### src/hw/rtl/ttls_pkg.sv
`timescale 1ns / 1ps

package ttls_pkg;

    localparam int SENSOR_COUNT = 8;
    localparam int TIME_W       = 16;
    localparam int DRIVE_W      = 14;
    localparam int OUT_DRIVE_W  = 15;
    localparam int STEP_W       = 4;
    localparam int CFG_ADDR_W   = 3;
    localparam int CFG_DATA_W   = 16;
    localparam int IN_DATA_W    = 8;
    localparam int OUT_DATA_W   = 40;

    localparam logic [TIME_W-1:0]  FWD_TIME_RST   = 16'd250;
    localparam logic [DRIVE_W-1:0] FWD_DRIVE_RST  = 14'd500;
    localparam logic [DRIVE_W-1:0] TURN_DRIVE_RST = 14'd3000;
    localparam logic [TIME_W-1:0]  STEP_TIME_RST  = 16'd350;
    localparam logic [TIME_W-1:0]  PAUSE_TIME_RST = 16'd50;
    localparam logic [STEP_W-1:0]  STEP_LIMIT_RST = 4'd4;

    // configuration register indexes
    localparam logic [CFG_ADDR_W-1:0] CFG_FWD_TIME   = 3'd0;
    localparam logic [CFG_ADDR_W-1:0] CFG_FWD_DRIVE  = 3'd1;
    localparam logic [CFG_ADDR_W-1:0] CFG_TURN_DRIVE = 3'd2;
    localparam logic [CFG_ADDR_W-1:0] CFG_STEP_TIME  = 3'd3;
    localparam logic [CFG_ADDR_W-1:0] CFG_PAUSE_TIME = 3'd4;
    localparam logic [CFG_ADDR_W-1:0] CFG_STEP_LIMIT = 3'd5;

    localparam logic KIND_START = 1'b0;
    localparam logic KIND_TICK  = 1'b1;

    typedef enum logic [1:0] {
        PH_IDLE  = 2'd0,
        PH_FWD   = 2'd1,
        PH_PIVOT = 2'd2,
        PH_PAUSE = 2'd3
    } t_phase;

    typedef struct packed {
        logic                          line_found;
        logic                          finished;
        t_phase                        phase;
        logic signed [OUT_DRIVE_W-1:0] right_drive;
        logic signed [OUT_DRIVE_W-1:0] left_drive;
    } t_result;

    // two adjacent marks at either end of the sensor bar
    function automatic logic edge_pair(input logic [SENSOR_COUNT-1:0] m);
        return (m[0] & m[1]) | (m[1] & m[2]) | (m[5] & m[6]) | (m[6] & m[7]);
    endfunction

endpackage

### src/hw/rtl/ttls_core.sv
`timescale 1ns / 1ps

module ttls_core (
    input  logic                                i_clk,
    input  logic                                i_rst_n,
    input  logic                                i_cfg_we,
    input  logic [ttls_pkg::CFG_ADDR_W-1:0]     i_cfg_addr,
    input  logic [ttls_pkg::CFG_DATA_W-1:0]     i_cfg_wdata,
    input  logic                                i_accept,
    input  logic                                i_kind,
    input  logic [ttls_pkg::SENSOR_COUNT-1:0]   i_sensor_bits,
    output ttls_pkg::t_result                   o_result
);
    import ttls_pkg::*;

    logic [TIME_W-1:0]       r_fwd_time;
    logic [DRIVE_W-1:0]      r_fwd_drive;
    logic [DRIVE_W-1:0]      r_turn_drive;
    logic [TIME_W-1:0]       r_step_time;
    logic [TIME_W-1:0]       r_pause_time;
    logic [STEP_W-1:0]       r_step_limit;

    t_phase                  r_phase, n_phase;
    logic [TIME_W-1:0]       r_elapsed, n_elapsed;
    logic [STEP_W-1:0]       r_step, n_step;
    logic [SENSOR_COUNT-1:0] r_marks, n_marks;

    logic [TIME_W-1:0]       elapsed_inc;
    logic [STEP_W-1:0]       step_inc;
    logic [SENSOR_COUNT-1:0] marks_or;
    logic [TIME_W-1:0]       time_limit;
    logic                    time_done;
    logic                    fin, found;

    always_ff @(posedge i_clk) begin
        if (!i_rst_n) begin
            r_fwd_time   <= FWD_TIME_RST;
            r_fwd_drive  <= FWD_DRIVE_RST;
            r_turn_drive <= TURN_DRIVE_RST;
            r_step_time  <= STEP_TIME_RST;
            r_pause_time <= PAUSE_TIME_RST;
            r_step_limit <= STEP_LIMIT_RST;
        end else if (i_cfg_we) begin
            case (i_cfg_addr)
                CFG_FWD_TIME:   r_fwd_time   <= i_cfg_wdata;
                CFG_FWD_DRIVE:  r_fwd_drive  <= i_cfg_wdata[DRIVE_W-1:0];
                CFG_TURN_DRIVE: r_turn_drive <= i_cfg_wdata[DRIVE_W-1:0];
                CFG_STEP_TIME:  r_step_time  <= i_cfg_wdata;
                CFG_PAUSE_TIME: r_pause_time <= i_cfg_wdata;
                CFG_STEP_LIMIT: r_step_limit <= i_cfg_wdata[STEP_W-1:0];
                default: ;
            endcase
        end
    end

    always_ff @(posedge i_clk) begin
        if (!i_rst_n) begin
            r_phase   <= PH_IDLE;
            r_elapsed <= '0;
            r_step    <= '0;
            r_marks   <= '0;
        end else if (i_accept) begin
            r_phase   <= n_phase;
            r_elapsed <= n_elapsed;
            r_step    <= n_step;
            r_marks   <= n_marks;
        end
    end

    assign elapsed_inc = r_elapsed + 1'b1;
    assign step_inc    = r_step + 1'b1;
    assign marks_or    = r_marks | ~i_sensor_bits;

    always_comb begin
        case (r_phase)
            PH_FWD:   time_limit = r_fwd_time;
            PH_PIVOT: time_limit = r_step_time;
            default:  time_limit = r_pause_time;
        endcase
    end

    // a wrapped counter also ends the phase, so a zero time acts like one tick
    assign time_done = (elapsed_inc >= time_limit) || (elapsed_inc == '0);

    always_comb begin
        n_phase   = r_phase;
        n_elapsed = r_elapsed;
        n_step    = r_step;
        n_marks   = r_marks;
        fin       = 1'b0;
        found     = 1'b0;
        if (i_kind == KIND_START) begin
            if (r_phase == PH_IDLE) begin
                n_phase   = PH_FWD;
                n_elapsed = '0;
                n_step    = '0;
                n_marks   = '0;
            end
        end else begin
            case (r_phase)
                PH_FWD: begin
                    n_elapsed = elapsed_inc;
                    if (time_done) begin
                        n_elapsed = '0;
                        n_step    = '0;
                        if (r_step_limit == '0) begin
                            n_phase = PH_IDLE;
                            fin     = 1'b1;
                        end else begin
                            n_phase = PH_PIVOT;
                        end
                    end
                end
                PH_PIVOT: begin
                    n_marks = marks_or;
                    if (edge_pair(marks_or)) begin
                        n_phase = PH_IDLE;
                        fin     = 1'b1;
                        found   = 1'b1;
                    end else begin
                        n_elapsed = elapsed_inc;
                        if (time_done) begin
                            n_phase   = PH_PAUSE;
                            n_elapsed = '0;
                        end
                    end
                end
                PH_PAUSE: begin
                    n_marks   = marks_or;
                    n_elapsed = elapsed_inc;
                    if (time_done) begin
                        n_elapsed = '0;
                        if (edge_pair(marks_or)) begin
                            n_phase = PH_IDLE;
                            fin     = 1'b1;
                            found   = 1'b1;
                        end else begin
                            n_marks = '0;
                            n_step  = step_inc;
                            if ((step_inc >= r_step_limit) || (step_inc == '0)) begin
                                n_phase = PH_IDLE;
                                fin     = 1'b1;
                            end else begin
                                n_phase = PH_PIVOT;
                            end
                        end
                    end
                end
                default: ;
            endcase
        end
    end

    always_comb begin
        o_result.line_found  = found;
        o_result.finished    = fin;
        o_result.phase       = n_phase;
        o_result.left_drive  = '0;
        o_result.right_drive = '0;
        case (n_phase)
            PH_FWD: begin
                o_result.left_drive  = signed'({1'b0, r_fwd_drive});
                o_result.right_drive = signed'({1'b0, r_fwd_drive});
            end
            PH_PIVOT: begin
                o_result.left_drive  = -signed'({1'b0, r_turn_drive});
                o_result.right_drive = signed'({1'b0, r_turn_drive});
            end
            default: ;
        endcase
    end

    a_fin_goes_idle: assert property (@(posedge i_clk) disable iff (!i_rst_n)
        (i_accept && o_result.finished) |=> (r_phase == PH_IDLE))
        else $error("sequence end did not return to idle");

    a_found_is_fin: assert property (@(posedge i_clk) disable iff (!i_rst_n)
        o_result.line_found |-> o_result.finished)
        else $error("line found without finish");

    a_busy_start_ignored: assert property (@(posedge i_clk) disable iff (!i_rst_n)
        (i_accept && (i_kind == KIND_START) && (r_phase != PH_IDLE))
        |=> ($stable(r_phase) && $stable(r_elapsed) && $stable(r_marks)))
        else $error("start while busy changed state");

    a_idle_tick_zero: assert property (@(posedge i_clk) disable iff (!i_rst_n)
        ((i_kind == KIND_TICK) && (r_phase == PH_IDLE)) |-> (o_result == '0))
        else $error("tick while idle gave nonzero result");

endmodule

### src/hw/rtl/ttls_skid.sv
`timescale 1ns / 1ps

module ttls_skid (
    input  logic              i_clk,
    input  logic              i_rst_n,
    input  logic              i_push,
    input  ttls_pkg::t_result i_data,
    output logic              o_ready,
    output logic              o_valid,
    input  logic              i_pop_ready,
    output ttls_pkg::t_result o_data
);
    import ttls_pkg::*;

    logic    r_valid0, r_valid1;
    t_result r_data0, r_data1;
    logic    pop;

    assign pop     = r_valid0 & i_pop_ready;
    assign o_ready = !r_valid1;
    assign o_valid = r_valid0;
    assign o_data  = r_data0;

    always_ff @(posedge i_clk) begin
        if (!i_rst_n) begin
            r_valid0 <= 1'b0;
            r_valid1 <= 1'b0;
        end else if (pop) begin
            if (r_valid1) begin
                r_valid0 <= 1'b1;
                r_valid1 <= i_push;
            end else begin
                r_valid0 <= i_push;
            end
        end else if (i_push) begin
            if (!r_valid0) begin
                r_valid0 <= 1'b1;
            end else begin
                r_valid1 <= 1'b1;
            end
        end
    end

    always_ff @(posedge i_clk) begin
        if (pop) begin
            if (r_valid1) begin
                r_data0 <= r_data1;
                r_data1 <= i_data;
            end else begin
                r_data0 <= i_data;
            end
        end else if (i_push) begin
            if (!r_valid0) begin
                r_data0 <= i_data;
            end else begin
                r_data1 <= i_data;
            end
        end
    end

    a_skid_order: assert property (@(posedge i_clk) disable iff (!i_rst_n)
        r_valid1 |-> r_valid0)
        else $error("skid entry held with empty output stage");

    a_skid_hold: assert property (@(posedge i_clk) disable iff (!i_rst_n)
        (r_valid1 && !pop) |=> (r_valid1 && $stable(r_data0)))
        else $error("skid contents lost under stall");

    a_no_overflow: assert property (@(posedge i_clk) disable iff (!i_rst_n)
        (r_valid0 && r_valid1 && !i_pop_ready) |-> !(i_push && o_ready))
        else $error("transfer taken with full buffer");

endmodule

### src/hw/rtl/timed_turn_line_seek_sequencer_top.sv
`timescale 1ns / 1ps
// Channel   Dir  Signals                              Contents
// input     in   s_axis_tvalid/tready/tdata/tuser     start or 1 ms tick, sensor bits
// result    out  m_axis_tvalid/tready/tdata           wheel drives, phase, end flags
// config    in   i_cfg_we/i_cfg_addr/i_cfg_wdata      six timing and drive registers
//
// One result per input transfer; a transfer can be taken every cycle while
// s_axis_tready is high. The result is registered into a result slot.
// Two result slots (output register plus skid) let one more transfer in
// during an output stall; s_axis_tready drops only when both slots are full.
// i_rst_n is synchronous: idle phase, counters and marks cleared, registers
// back to their defaults.

module timed_turn_line_seek_sequencer_top (
    input  logic                               i_clk,
    input  logic                               i_rst_n,
    input  logic                               i_cfg_we,
    input  logic [ttls_pkg::CFG_ADDR_W-1:0]    i_cfg_addr,
    input  logic [ttls_pkg::CFG_DATA_W-1:0]    i_cfg_wdata,
    input  logic                               s_axis_tvalid,
    output logic                               s_axis_tready,
    input  logic [ttls_pkg::IN_DATA_W-1:0]     s_axis_tdata,  // [7:0] sensor_bits
    input  logic                               s_axis_tuser,  // [0] kind
    output logic                               m_axis_tvalid,
    input  logic                               m_axis_tready,
    // [14:0] left_drive, [29:15] right_drive, [31:30] phase, [32] finished,
    // [33] line_found, [39:34] zero
    output logic [ttls_pkg::OUT_DATA_W-1:0]    m_axis_tdata
);
    import ttls_pkg::*;

    localparam int RES_W = $bits(t_result);

    logic    accept;
    t_result core_res;
    t_result out_res;

    assign accept = s_axis_tvalid & s_axis_tready;

    ttls_core u_core (
        .i_clk         (i_clk),
        .i_rst_n       (i_rst_n),
        .i_cfg_we      (i_cfg_we),
        .i_cfg_addr    (i_cfg_addr),
        .i_cfg_wdata   (i_cfg_wdata),
        .i_accept      (accept),
        .i_kind        (s_axis_tuser),
        .i_sensor_bits (s_axis_tdata[SENSOR_COUNT-1:0]),
        .o_result      (core_res)
    );

    ttls_skid u_skid (
        .i_clk       (i_clk),
        .i_rst_n     (i_rst_n),
        .i_push      (accept),
        .i_data      (core_res),
        .o_ready     (s_axis_tready),
        .o_valid     (m_axis_tvalid),
        .i_pop_ready (m_axis_tready),
        .o_data      (out_res)
    );

    assign m_axis_tdata = {{(OUT_DATA_W-RES_W){1'b0}}, out_res};

endmodule

### config.mk
export PLATFORM = sky130hd
export DESIGN_NAME = timed_turn_line_seek_sequencer_top
export DESIGN_NICKNAME = d
export VERILOG_FILES = /design/src/hw/rtl/ttls_pkg.sv /design/src/hw/rtl/ttls_core.sv /design/src/hw/rtl/ttls_skid.sv /design/src/hw/rtl/timed_turn_line_seek_sequencer_top.sv
export SDC_FILE = /design/constraint.sdc
export NUM_CORES = 1
export LEC_CHECK = 0
export BUFFER_PORTS_ARGS = -buffer_cell sky130_fd_sc_hd__clkbuf_2
export CORE_MARGIN = 10
export CORE_UTILIZATION = 35
export CTS_CLUSTER_DIAMETER = 80
export DETAILED_ROUTE_END_ITERATION = 12
export SYNTH_ARGS = -nofsm -noshare
export SYNTH_HDL_FRONTEND = slang
export SYNTH_HIERARCHICAL = 1
export SYNTH_SLANG_ARGS = --single-unit
### constraint.sdc
create_clock -name i_clk -period 6.4 [get_ports i_clk]
set_input_delay 1.28 -clock i_clk [delete_from_list [all_inputs] [get_ports i_clk]]
set_output_delay 1.28 -clock i_clk [all_outputs]
set_load 0.05 [all_outputs]
Yosys cells after proc, flatten, opt, wreduce, memory -nomap -nowiden --
Cells that the tools add are included.
Word-level totals: bits in registers 180, output and inout bits 42
Cells by class: reductions and logical operators 24, equality and inequality tests 19, bitwise operators 11, $lt $le $gt $ge 2, add/sub/neg operators 3, muxes and demuxes 54
Operators with widths (number):
- $mux 34 | 8
- $mux 16 | 4
- $pmux 16 s2 | 2
- $pmux 29 s2 | 1
- $mux 8 | 4
- $mux 4 | 5
- $mux 2 | 9
- $add 16x1->16 const B | 1
- $ge 16x16->1 | 1
- $logic_not 16->1 | 1
- $mux 1 | 16
- $pmux 8 s2 | 1
- $reduce_and 2->1 | 8
- $neg 14->15 | 1
- $ne 3x2->1 const B | 3
- $logic_not 4->1 | 2
- $not 8->8 | 1
- $or 8x8->8 | 1
- $pmux 4 s2 | 1
- $and 1x1->1 | 6
- $eq 2x2->1 const B | 3
- $eq 3x2->1 const B | 2
- $eq 3x3->1 const B | 2
- $ne 3x1->1 const B | 2
- other kinds (20) | 28

Longest topological paths before layout --
Gate-level depths: netlist of the first run.
word-level depth 15, depth in mapped cells 24, mapped depth without buffers 18

By module --
The synthesis of the first run kept the hierarchy.
Modules (own cells, without submodules):
- ttls_core | seq. area each 2162.1 um2, instances 1, cells each 858, area each 6309.8 um2
- ttls_skid | seq. area each 2082.0 um2, instances 1, cells each 118, area each 2698.8 um2
- timed_turn_line_seek_sequencer_top | seq. area each 0.0 um2, instances 1, cells each 8, area each 55.1 um2

Worst setup path after synthesis of the first run --
No wires, ideal clock.
path type reg-to-reg, start reg u_core.r_phase[0], end reg u_skid.r_data0, in the netlist u_skid/o_data[15], data pin, arrival time 4754 ps, setup time 260 ps, setup slack 1385 ps, cell stages (with the launch flop) 24, data required time 6140 ps, path through dfxtp_1 -> inv_1 -> ha_1 -> clkbuf_1 -> buf_1 -> a22oi_1 -> nand2_1 -> o21ai_0 -> ha_1 -> a21o_1 -> a211o_1 -> a2111oi_0 -> a31o_2 -> o41a_1 -> buf_6 -> o31ai_1 -> a22o_1 -> ha_1 -> clkbuf_1 -> nand2b_1 -> clkbuf_1 -> o21ai_0 -> buf_4 -> mux2_4
RTL lines:
- start: declaration | RTL line ttls_core.sv:23 | t_phase r_phase, n_phase;
- start signal: assignment | RTL line ttls_core.sv:63 | r_phase <= n_phase;
- end signal: assignment | RTL line ttls_skid.sv:47 | r_data0 <= r_data1;
- end signal: assignment | RTL line ttls_skid.sv:50 | r_data0 <= i_data;
- end signal: assignment | RTL line ttls_skid.sv:54 | r_data0 <= i_data;
- end: declaration | RTL line ttls_skid.sv:16 | t_result r_data0, r_data1;

==> impl_metrics.yaml, run 1 <==
timing:
  hold_viol_final: 0
  clock_skew_ns: 0.01134
  rsz0062_at_grt: "false"
  worst-slew-pin-transition_ns: 1.152
  timing_max_transition_violations_final: 0
  finalWorstSetupSlack_ns: 0.6729
  fin_crit_ns: 5.727
  fin_setup_tns_ns: 0
  fin_crit_sh_pct: 89.49
  hold_slack_ns: 0.4529
  clock.fmax_ghz: 0.1746
  setup_viol: 0
  max-slew-margin-rel_pct: 22.92
global_routing:
  global_route.usage.met2_pct: 19.59
  gr-max-usage-layer: "met2"
  global_route_wire_length_before_repair_mm: 35.49
  grt.met1_usage_pct: 17.89
  grt_pass1_vias: 6579
  number_of_antenna_violations_at_the_first_check_in_global_routing: 0
  met3_demand_to_capacity_share_in_global_routing_pct: 2.997
  global_route.usage.total_pct: 13.01
  leftover_overflow_at_the_end_of_global_routing: 0
  grt_max_degree: 50
placement:
  post-place-ws_ns: 0.5888
  port-buffer-count: 66
  gp_congestion: 0.8267
  place_hpwl_mm: 15.15
clock_tree:
  clock_tree.buffer_depth: 2
  number_of_buffers_created_by_cts: 17
  root_buffer: "clkbuf_16"
  clock_edge_transition_at_the_registers_on_the_reported_setup_and_hold_paths_ns: 0.07
  htree_levels: 4
  cts_tree: "done"
  worst_skew_pair_later_pin_latency_ns: 0.44
  clock-sinks: 178
  cts_setup_buffers: 0
floorplanning:
  fp-row-count: 58
  horiz_die_dim_um: 180.9
  floorplan.initialDensity_pct: 35.79
  area_of_the_core_mm2: 0.02533
  fp.dieArea_mm2: 0.03273
  io_pins: 75
  fp.dieH_um: 180.9
worst_setup_path:
  rr_startpoint: "u_core/r_elapsed[3]$_SDFFE_PN0P_"
  worst_setup_path_startpoint: "u_core/r_elapsed[3]$_SDFFE_PN0P_"
  start_kind: "flip-flop"
  critical_path_arrival_ns: 5.91
  crit_fanout: 13
  timing.reg2reg.worst_path_depth: 15
  cp.required_ns: 6.58
  timing.rr.end: "u_skid/o_data[0]$_DFFE_PP_"
  worstSetupEndpoint: "u_skid/o_data[0]$_DFFE_PP_"
  crit_type: "flip-flop to flip-flop"
  crit_path_end_kind: "flip-flop"
  ff2ff_setup_slack_ns: 0.67
power:
  switching_power_uw: 769.4
  cellPowerDensity_mw_per_mm2: 257.5
  vdd_ir_drop_max_mv: 0.1668
  p_int_uw: 1848
  clock_power_share_pct: 40.3
  power.combinational.fraction_pct: 12.1
  netSwitchingFraction_pct: 29.39
  pwr-share-seq_pct: 47.6
  leakagePower_uw: 0.004005
  power.total_uw: 2618
yosys:
  ys_ff_latch: 178
  netlist_top_cells_area: "dfxtp_1 24%, edfxtp_1 23%, nand2_1 9.5%, mux2_4 5.0%, a21oi_1 4.1%"
  post_synth_inst_count: 984
  postSynthAreaPerCell_um2: 9.211
  synth.yosys.seq_area_share_pct: 46.82
  postSynth.asyncResetShare_pct: 0
  synth_area_leader_cell: "dfxtp_1"
  area_share_of_the_largest_cell_type_after_synthesis_pct: 24.30
  ys_warn_count: 6
  dominantRegCellSynth: "dfxtp_1"
  synth_edf_count: 68
  synth_cell_types: 69
  synth.cell_area_mm2: 0.009064
hold_path:
  whs_path_depth: 2
  worstHoldPathType: "flip-flop to flip-flop"
detailed_routing:
  num_vias: 7119
  final_antenna_net_count: 0
  drt_iter0_markers: 675
  drcViolationCount: 0
  wl_cell_um: 16.14
  drt_pass1_iterations: 5
  postRouteWirelength_mm: 21.90
  route.detailed.vias_per_inst: 5.246
final_layout:
  insertedDiodeCount: 0
  layout.cells.most_common: "nand2_1"
  finalCoreUtilization_pct: 40.14
  layout.nets: 1077
  syn2layout_area_growth_pct: 12.16
  drive_gt1_share_pct: 15.68
  most-common-layout-cells: "229 x nand2_1, 110 x dfxtp_1, 75 x a21oi_1, 68 x edfxtp_1, 66 x clkbuf_2"
outcome:
  run_status: "finished, final reports clean"
flow_run:
  maximum_capacitance_violations: 0
-- final cells by class --
type / instances / area, um^2
fillers: 2510 / 15160
multi-input cells: 727 / 4439
flip-flops and latches: 178 / 4244
clock buffers: 17 / 425.4
well taps: 330 / 412.9
repair buffers: 74 / 390.4
clock inverters: 15 / 193.9
inverters: 16 / 60.06
-- critical path: stages (launching register included) --
cell       delay (ns)
dfxtp_1          0.56
nand3_4          0.23
nor4_1           0.51
nand3_1          0.18
xnor2_1          0.51
ha_1             0.35
a211o_1          0.28
a2111oi_0        0.44
a31o_2           0.31
nor4b_1          0.25
mux2i_1          0.16
and3_1           0.23
ha_1             0.44
nand2b_1         0.42
o21ai_0          0.27
mux2_2           0.33
-- timing repair --
| item | in CTS | in global routing |
|---|---|---|
| hold buffers | 0 | 0 |
| resized for setup | 0 | 1 |
| endpoints found under the setup margin | 0 | 3 |
-- worst min path at each step --
stage                                                    start                                   end
after detailed placement   u_core/r_pause_time[2]$_SDFFE_PN0P_   u_core/r_pause_time[2]$_SDFFE_PN0P_
after global placement     u_core/r_pause_time[3]$_SDFFE_PN0P_   u_core/r_pause_time[3]$_SDFFE_PN0P_
after floorplan           u_core/r_pause_time[10]$_SDFFE_PN0P_  u_core/r_pause_time[10]$_SDFFE_PN0P_
after CTS                  u_core/r_pause_time[3]$_SDFFE_PN0P_   u_core/r_pause_time[3]$_SDFFE_PN0P_
after global routing       u_core/r_pause_time[2]$_SDFFE_PN0P_   u_core/r_pause_time[2]$_SDFFE_PN0P_
final                      u_core/r_pause_time[8]$_SDFFE_PN0P_   u_core/r_pause_time[8]$_SDFFE_PN0P_
-- per-stage QoR --
| step | area (um^2) | cells |
|---|---|---|
| detailed placement | 9544 | 1325 |
| global placement | 9544 | 1325 |
| CTS | 10160 | 1357 |
| finish | 10170 | 1357 |
| floorplan | 9082 | 989 |
| global route | 10170 | 1357 |
-- registers in the layout, summed over array words and instances, names as in the netlist --
register and cells:
u_core/r_marks 6, u_skid/r_data1 34, u_core/r_step_limit 4, u_skid/o_data 34, u_core/r_turn_drive 14, u_core/r_step 4, u_core/r_pause_time 16, u_core/r_fwd_time 16
u_skid/r_valid1 1, u_core/r_phase 2, u_core/r_step_time 16, u_core/r_fwd_drive 14, u_skid/o_valid 1, u_core/r_elapsed 16
-- power groups by stage --
stage          combinational (uW)  clock (uW)  sequential (uW)
2_1_floorplan                 156           0             1350
3_3_place_gp                  315           0             1270
3_5_place_dp                  317           0             1270
4_1_cts                       318        1080             1250
5_1_grt                       344        1140             1250
6_report                      317        1060             1250
-- cell families (layout without fill, tap and decap cells) --
| kind of cell | count (synthesis) | count (layout) | synth area share [%] |
|---|---|---|---|
| and+or+nand+nor | 418 | 418 | 21.56 |
| buffers and inverters | 84 | 122 | 4.459 |
| xor gates and xnor gates | 25 | 25 | 2.416 |
| AOI/OAI and AO/OA | 206 | 206 | 14.26 |
| DFF | 178 | 178 | 46.82 |
| other | 2 | 7 | 0.08286 |
| adders and majority gates | 30 | 30 | 4.141 |
| muxes | 41 | 41 | 6.253 |
-- cell usage after synthesis, types with 4 or more instances --
cell       number
nand2_1       229
dfxtp_1       110
a21oi_1        75
edfxtp_1       68
nand3_1        48
clkbuf_1       42
o21ai_0        42
nor2_1         41
ha_1           30
mux2_4         30
nor3_1         19
a22oi_1        18
nor2b_1        18
inv_1          15
xnor2_1        14
buf_4          11
xor2_1         11
a32oi_1         9
o211ai_1        9
buf_2           8
o2111ai_1       8
or2_2           8
nand3b_1        7
and3_1          6
mux2i_1         6
nand4_1         6
nor4_1          6
o22ai_1         6
a22o_1          5
and2_1          5
buf_6           5
mux2_2          5
a31oi_1         4
o21a_1          4
-- per-layer routing --
| layer | wire [um] | vias up |
|---|---|---|
| met4 | 354 | 0 |
| met3 | 1189 | 21 |
| li1 | - | 3546 |
| met5 | 0 | - |
| met1 | 10640 | 3350 |
| met2 | 9721 | 202 |
Power figures use the tool's default switching activity.
==> inputs of run 2 (changes only) <==
--- a/config.mk
+++ b/config.mk
@@ -10,7 +10,9 @@
 export CORE_UTILIZATION = 35
 export CTS_CLUSTER_DIAMETER = 80
 export DETAILED_ROUTE_END_ITERATION = 12
+export PLACE_DENSITY = 0.56
 export SYNTH_ARGS = -nofsm -noshare
 export SYNTH_HDL_FRONTEND = slang
 export SYNTH_HIERARCHICAL = 1
 export SYNTH_SLANG_ARGS = --single-unit
+export TNS_END_PERCENT = 10
==> run 2 against run 1 <==
Compared with the run above: clock skew increased by 0.0054 ns; power increased by 1.6%; first-iteration DRC count decreased by 22%; sequential cell count unchanged; combinational power about the same; non-clock buffer count increased by 1; register-to-register slack got worse by 0.09 ns; final area increased by 0.18%; largest power group unchanged.
==> impl_metrics.yaml, run 2 (synthesized netlist as in run 1, its figures left out) <==
final_layout:
  drive_gt1_share_pct: 15.66
  layout.nets: 1078
  insertedDiodeCount: 0
  multiInputGateArea_mm2: 0.004437
  layout.cells.most_common: "nand2_1"
  final_cells: 1358
  most-common-layout-cells: "229 x nand2_1, 110 x dfxtp_1, 75 x a21oi_1, 68 x edfxtp_1, 66 x clkbuf_2"
  regArea_mm2: 0.004244
  fill_cells: 2536
  final_area_mm2: 0.01018
  syn2layout_area_growth_pct: 12.37
placement:
  port-buffer-count: 66
  dpl.cell_count: 1326
  dpl_cell_area_mm2: 0.009552
  gp_congestion: 0.8350
  post-place-ws_ns: 0.6484
  place_hpwl_mm: 15.10
outcome:
  run_status: "finished, final reports clean"
clock_tree:
  cts_tree: "done"
  worst_skew_pair_later_pin_latency_ns: 0.44
  quantity_of_gates_resized_following_cts: 0
  clock_tree.buffer_depth: 2
  cts.hold.buffers_added: 0
  cts_setup_buffers: 0
  clock_edge_transition_at_the_registers_on_the_reported_setup_and_hold_paths_ns: 0.08
  clock-sinks: 178
  number_of_buffers_created_by_cts: 17
  htree_levels: 4
  root_buffer: "clkbuf_16"
worst_setup_path:
  critical_path.n_buffers_inverters: 0
  timing.reg2reg.worst_path_depth: 17
  rr_startpoint: "u_core/r_elapsed[0]$_SDFFE_PN0P_"
  start_kind: "flip-flop"
  worst_path_max_delay_cell: "nor2b_1"
  most_frequent_cell_on_the_critical_path: "ha_1"
  cp.required_ns: 6.70
  crit_path_end_kind: "flip-flop"
  cp_slowest_stage_delay_ns: 0.78
  timing.critical_path.max_delay_family: "simple AND/OR/NAND/NOR gates"
  crit_type: "flip-flop to flip-flop"
  timing.rr.end: "u_skid/o_data[0]$_DFFE_PP_"
  path_cells: "ha_1 -> nand4_1 -> nor4_1 -> xor2_1 -> ha_1 -> a21o_1 -> a211o_1 -> a2111oi_0 -> a31o_2 -> nor4b_1 -> mux2i_1 -> and3_1 -> ha_1 -> nor2b_1 -> nand2_1 -> o21ai_0 -> mux2_2"
  critical_path_arrival_ns: 6.12
  crit_fanout: 15
  ff2ff_setup_slack_ns: 0.58
detailed_routing:
  drt_pass1_iterations: 6
  postRouteWirelength_mm: 22.02
  wl_cell_um: 16.21
  route.detailed.vias_per_inst: 5.205
  final_antenna_net_count: 0
  drcViolationCount: 0
  drt_iter0_markers: 526
  num_vias: 7068
timing:
  fin_setup_tns_ns: 0
  setup_viol: 0
  clock.fmax_ghz: 0.1719
  finalWorstSetupSlack_ns: 0.5818
  hold_viol_final: 0
  rsz0062_at_grt: "false"
  clock_skew_ns: 0.01673
  worst-slew-pin-transition_ns: 1.197
  fin_crit_ns: 5.818
  fin_crit_sh_pct: 90.91
  max-slew-margin-rel_pct: 19.88
  timing_max_transition_violations_final: 0
global_routing:
  grt_max_degree: 72
  grt_pass1_vias: 6710
  leftover_overflow_at_the_end_of_global_routing: 0
  global_route_wire_length_before_repair_mm: 35.95
  global_route.usage.total_pct: 13.17
  number_of_antenna_violations_at_the_first_check_in_global_routing: 0
power:
  power.combinational.fraction_pct: 11.8
  p_int_uw: 1862
  vdd_ir_drop_max_mv: 0.1324
  netSwitchingFraction_pct: 30.04
  cellPowerDensity_mw_per_mm2: 261.3
  leakagePower_uw: 0.004018
  switching_power_uw: 799.3
  pwr-share-seq_pct: 46.8
  clock_power_share_pct: 41.3
floorplanning:
  floorplan.initialDensity_pct: 35.79
  fp.dieArea_mm2: 0.03273
  io_pins: 75
  fp.dieH_um: 180.9
  area_of_the_core_mm2: 0.02533
  fp-row-count: 58
  horiz_die_dim_um: 180.9
hold_path:
  worstHoldPathType: "flip-flop to flip-flop"
  worst_hold_path.endpoint: "u_core/r_step_time[7]$_SDFFE_PN0P_"
  min-delay-start: "u_core/r_step_time[7]$_SDFFE_PN0P_"
  whs_path_depth: 2
flow_run:
  maximum_capacitance_violations: 0
==> run 2: final cells by class <==
type,count,area share [%]
Multi-Input combinational cell,727,43.56
Sequential cell,178,41.67
Clock buffer,17,4.177
Tap cell,330,4.054
Timing Repair Buffer,75,3.907
Clock inverter,15,2.039
Inverter,16,0.5897
==> run 2: metrics by stage <==
step	utilization (%)	total power [uW]	hold WS, ns
after CTS	40.21	2692	0.4540
after floorplan	-	1503	0.4332
after detailed placement	37.71	1590	0.4434
after global placement	37.71	1586	0.4391
final	40.21	2661	0.4557
after global routing	40.21	2772	0.4731
==> run 2: power groups by stage <==
stage	registers (uW)	clock network (uW)	logic [uW]
3_5_place_dp	1270	0	317
2_1_floorplan	1350	0	156
5_1_grt	1250	1180	344
3_3_place_gp	1270	0	315
6_report	1250	1100	315
4_1_cts	1250	1130	318
==> run 2: metal layers <==
metal	GRT usage, %	routed length, um	share of wire [%]	vias to the layer above
met5	0	0	0	-
met4	2.723	140	0.64	0
met3	3.177	1320	6.0	9
met2	20.55	10040	46	195
met1	18.07	10520	48	3310
li1	-	-	-	3554
==> run 2: worst reg2reg max path, cell delays in order (launching register included) <==
cell and delay [ns]:
dfxtp_1 0.53, ha_1 0.40, nand4_1 0.14, nor4_1 0.25, xor2_1 0.40, ha_1 0.32
a21o_1 0.19, a211o_1 0.30, a2111oi_0 0.43, a31o_2 0.31, nor4b_1 0.26, mux2i_1 0.16
and3_1 0.24, ha_1 0.40, nor2b_1 0.78, nand2_1 0.12, o21ai_0 0.23, mux2_2 0.25
==> run 2: worst max-delay path by stage <==
stage | startpoint | endpoint | slack [ns] | depth (start not counted)
after floorplan | u_core/r_phase[0]$_SDFFE_PN0P_ | u_skid/o_data[15]$_DFFE_PP_ | 1.39 | 23
after global placement | u_core/r_elapsed[0]$_SDFFE_PN0P_ | u_skid/o_data[0]$_DFFE_PP_ | 0.65 | 17
after detailed placement | u_core/r_elapsed[0]$_SDFFE_PN0P_ | u_skid/o_data[4]$_DFFE_PP_ | 0.65 | 17
after CTS | u_core/r_elapsed[0]$_SDFFE_PN0P_ | u_skid/o_data[0]$_DFFE_PP_ | 0.60 | 17
after global routing | u_core/r_elapsed[0]$_SDFFE_PN0P_ | u_skid/o_data[0]$_DFFE_PP_ | 0.08 | 17
final | u_core/r_elapsed[0]$_SDFFE_PN0P_ | u_skid/o_data[0]$_DFFE_PP_ | 0.58 | 17
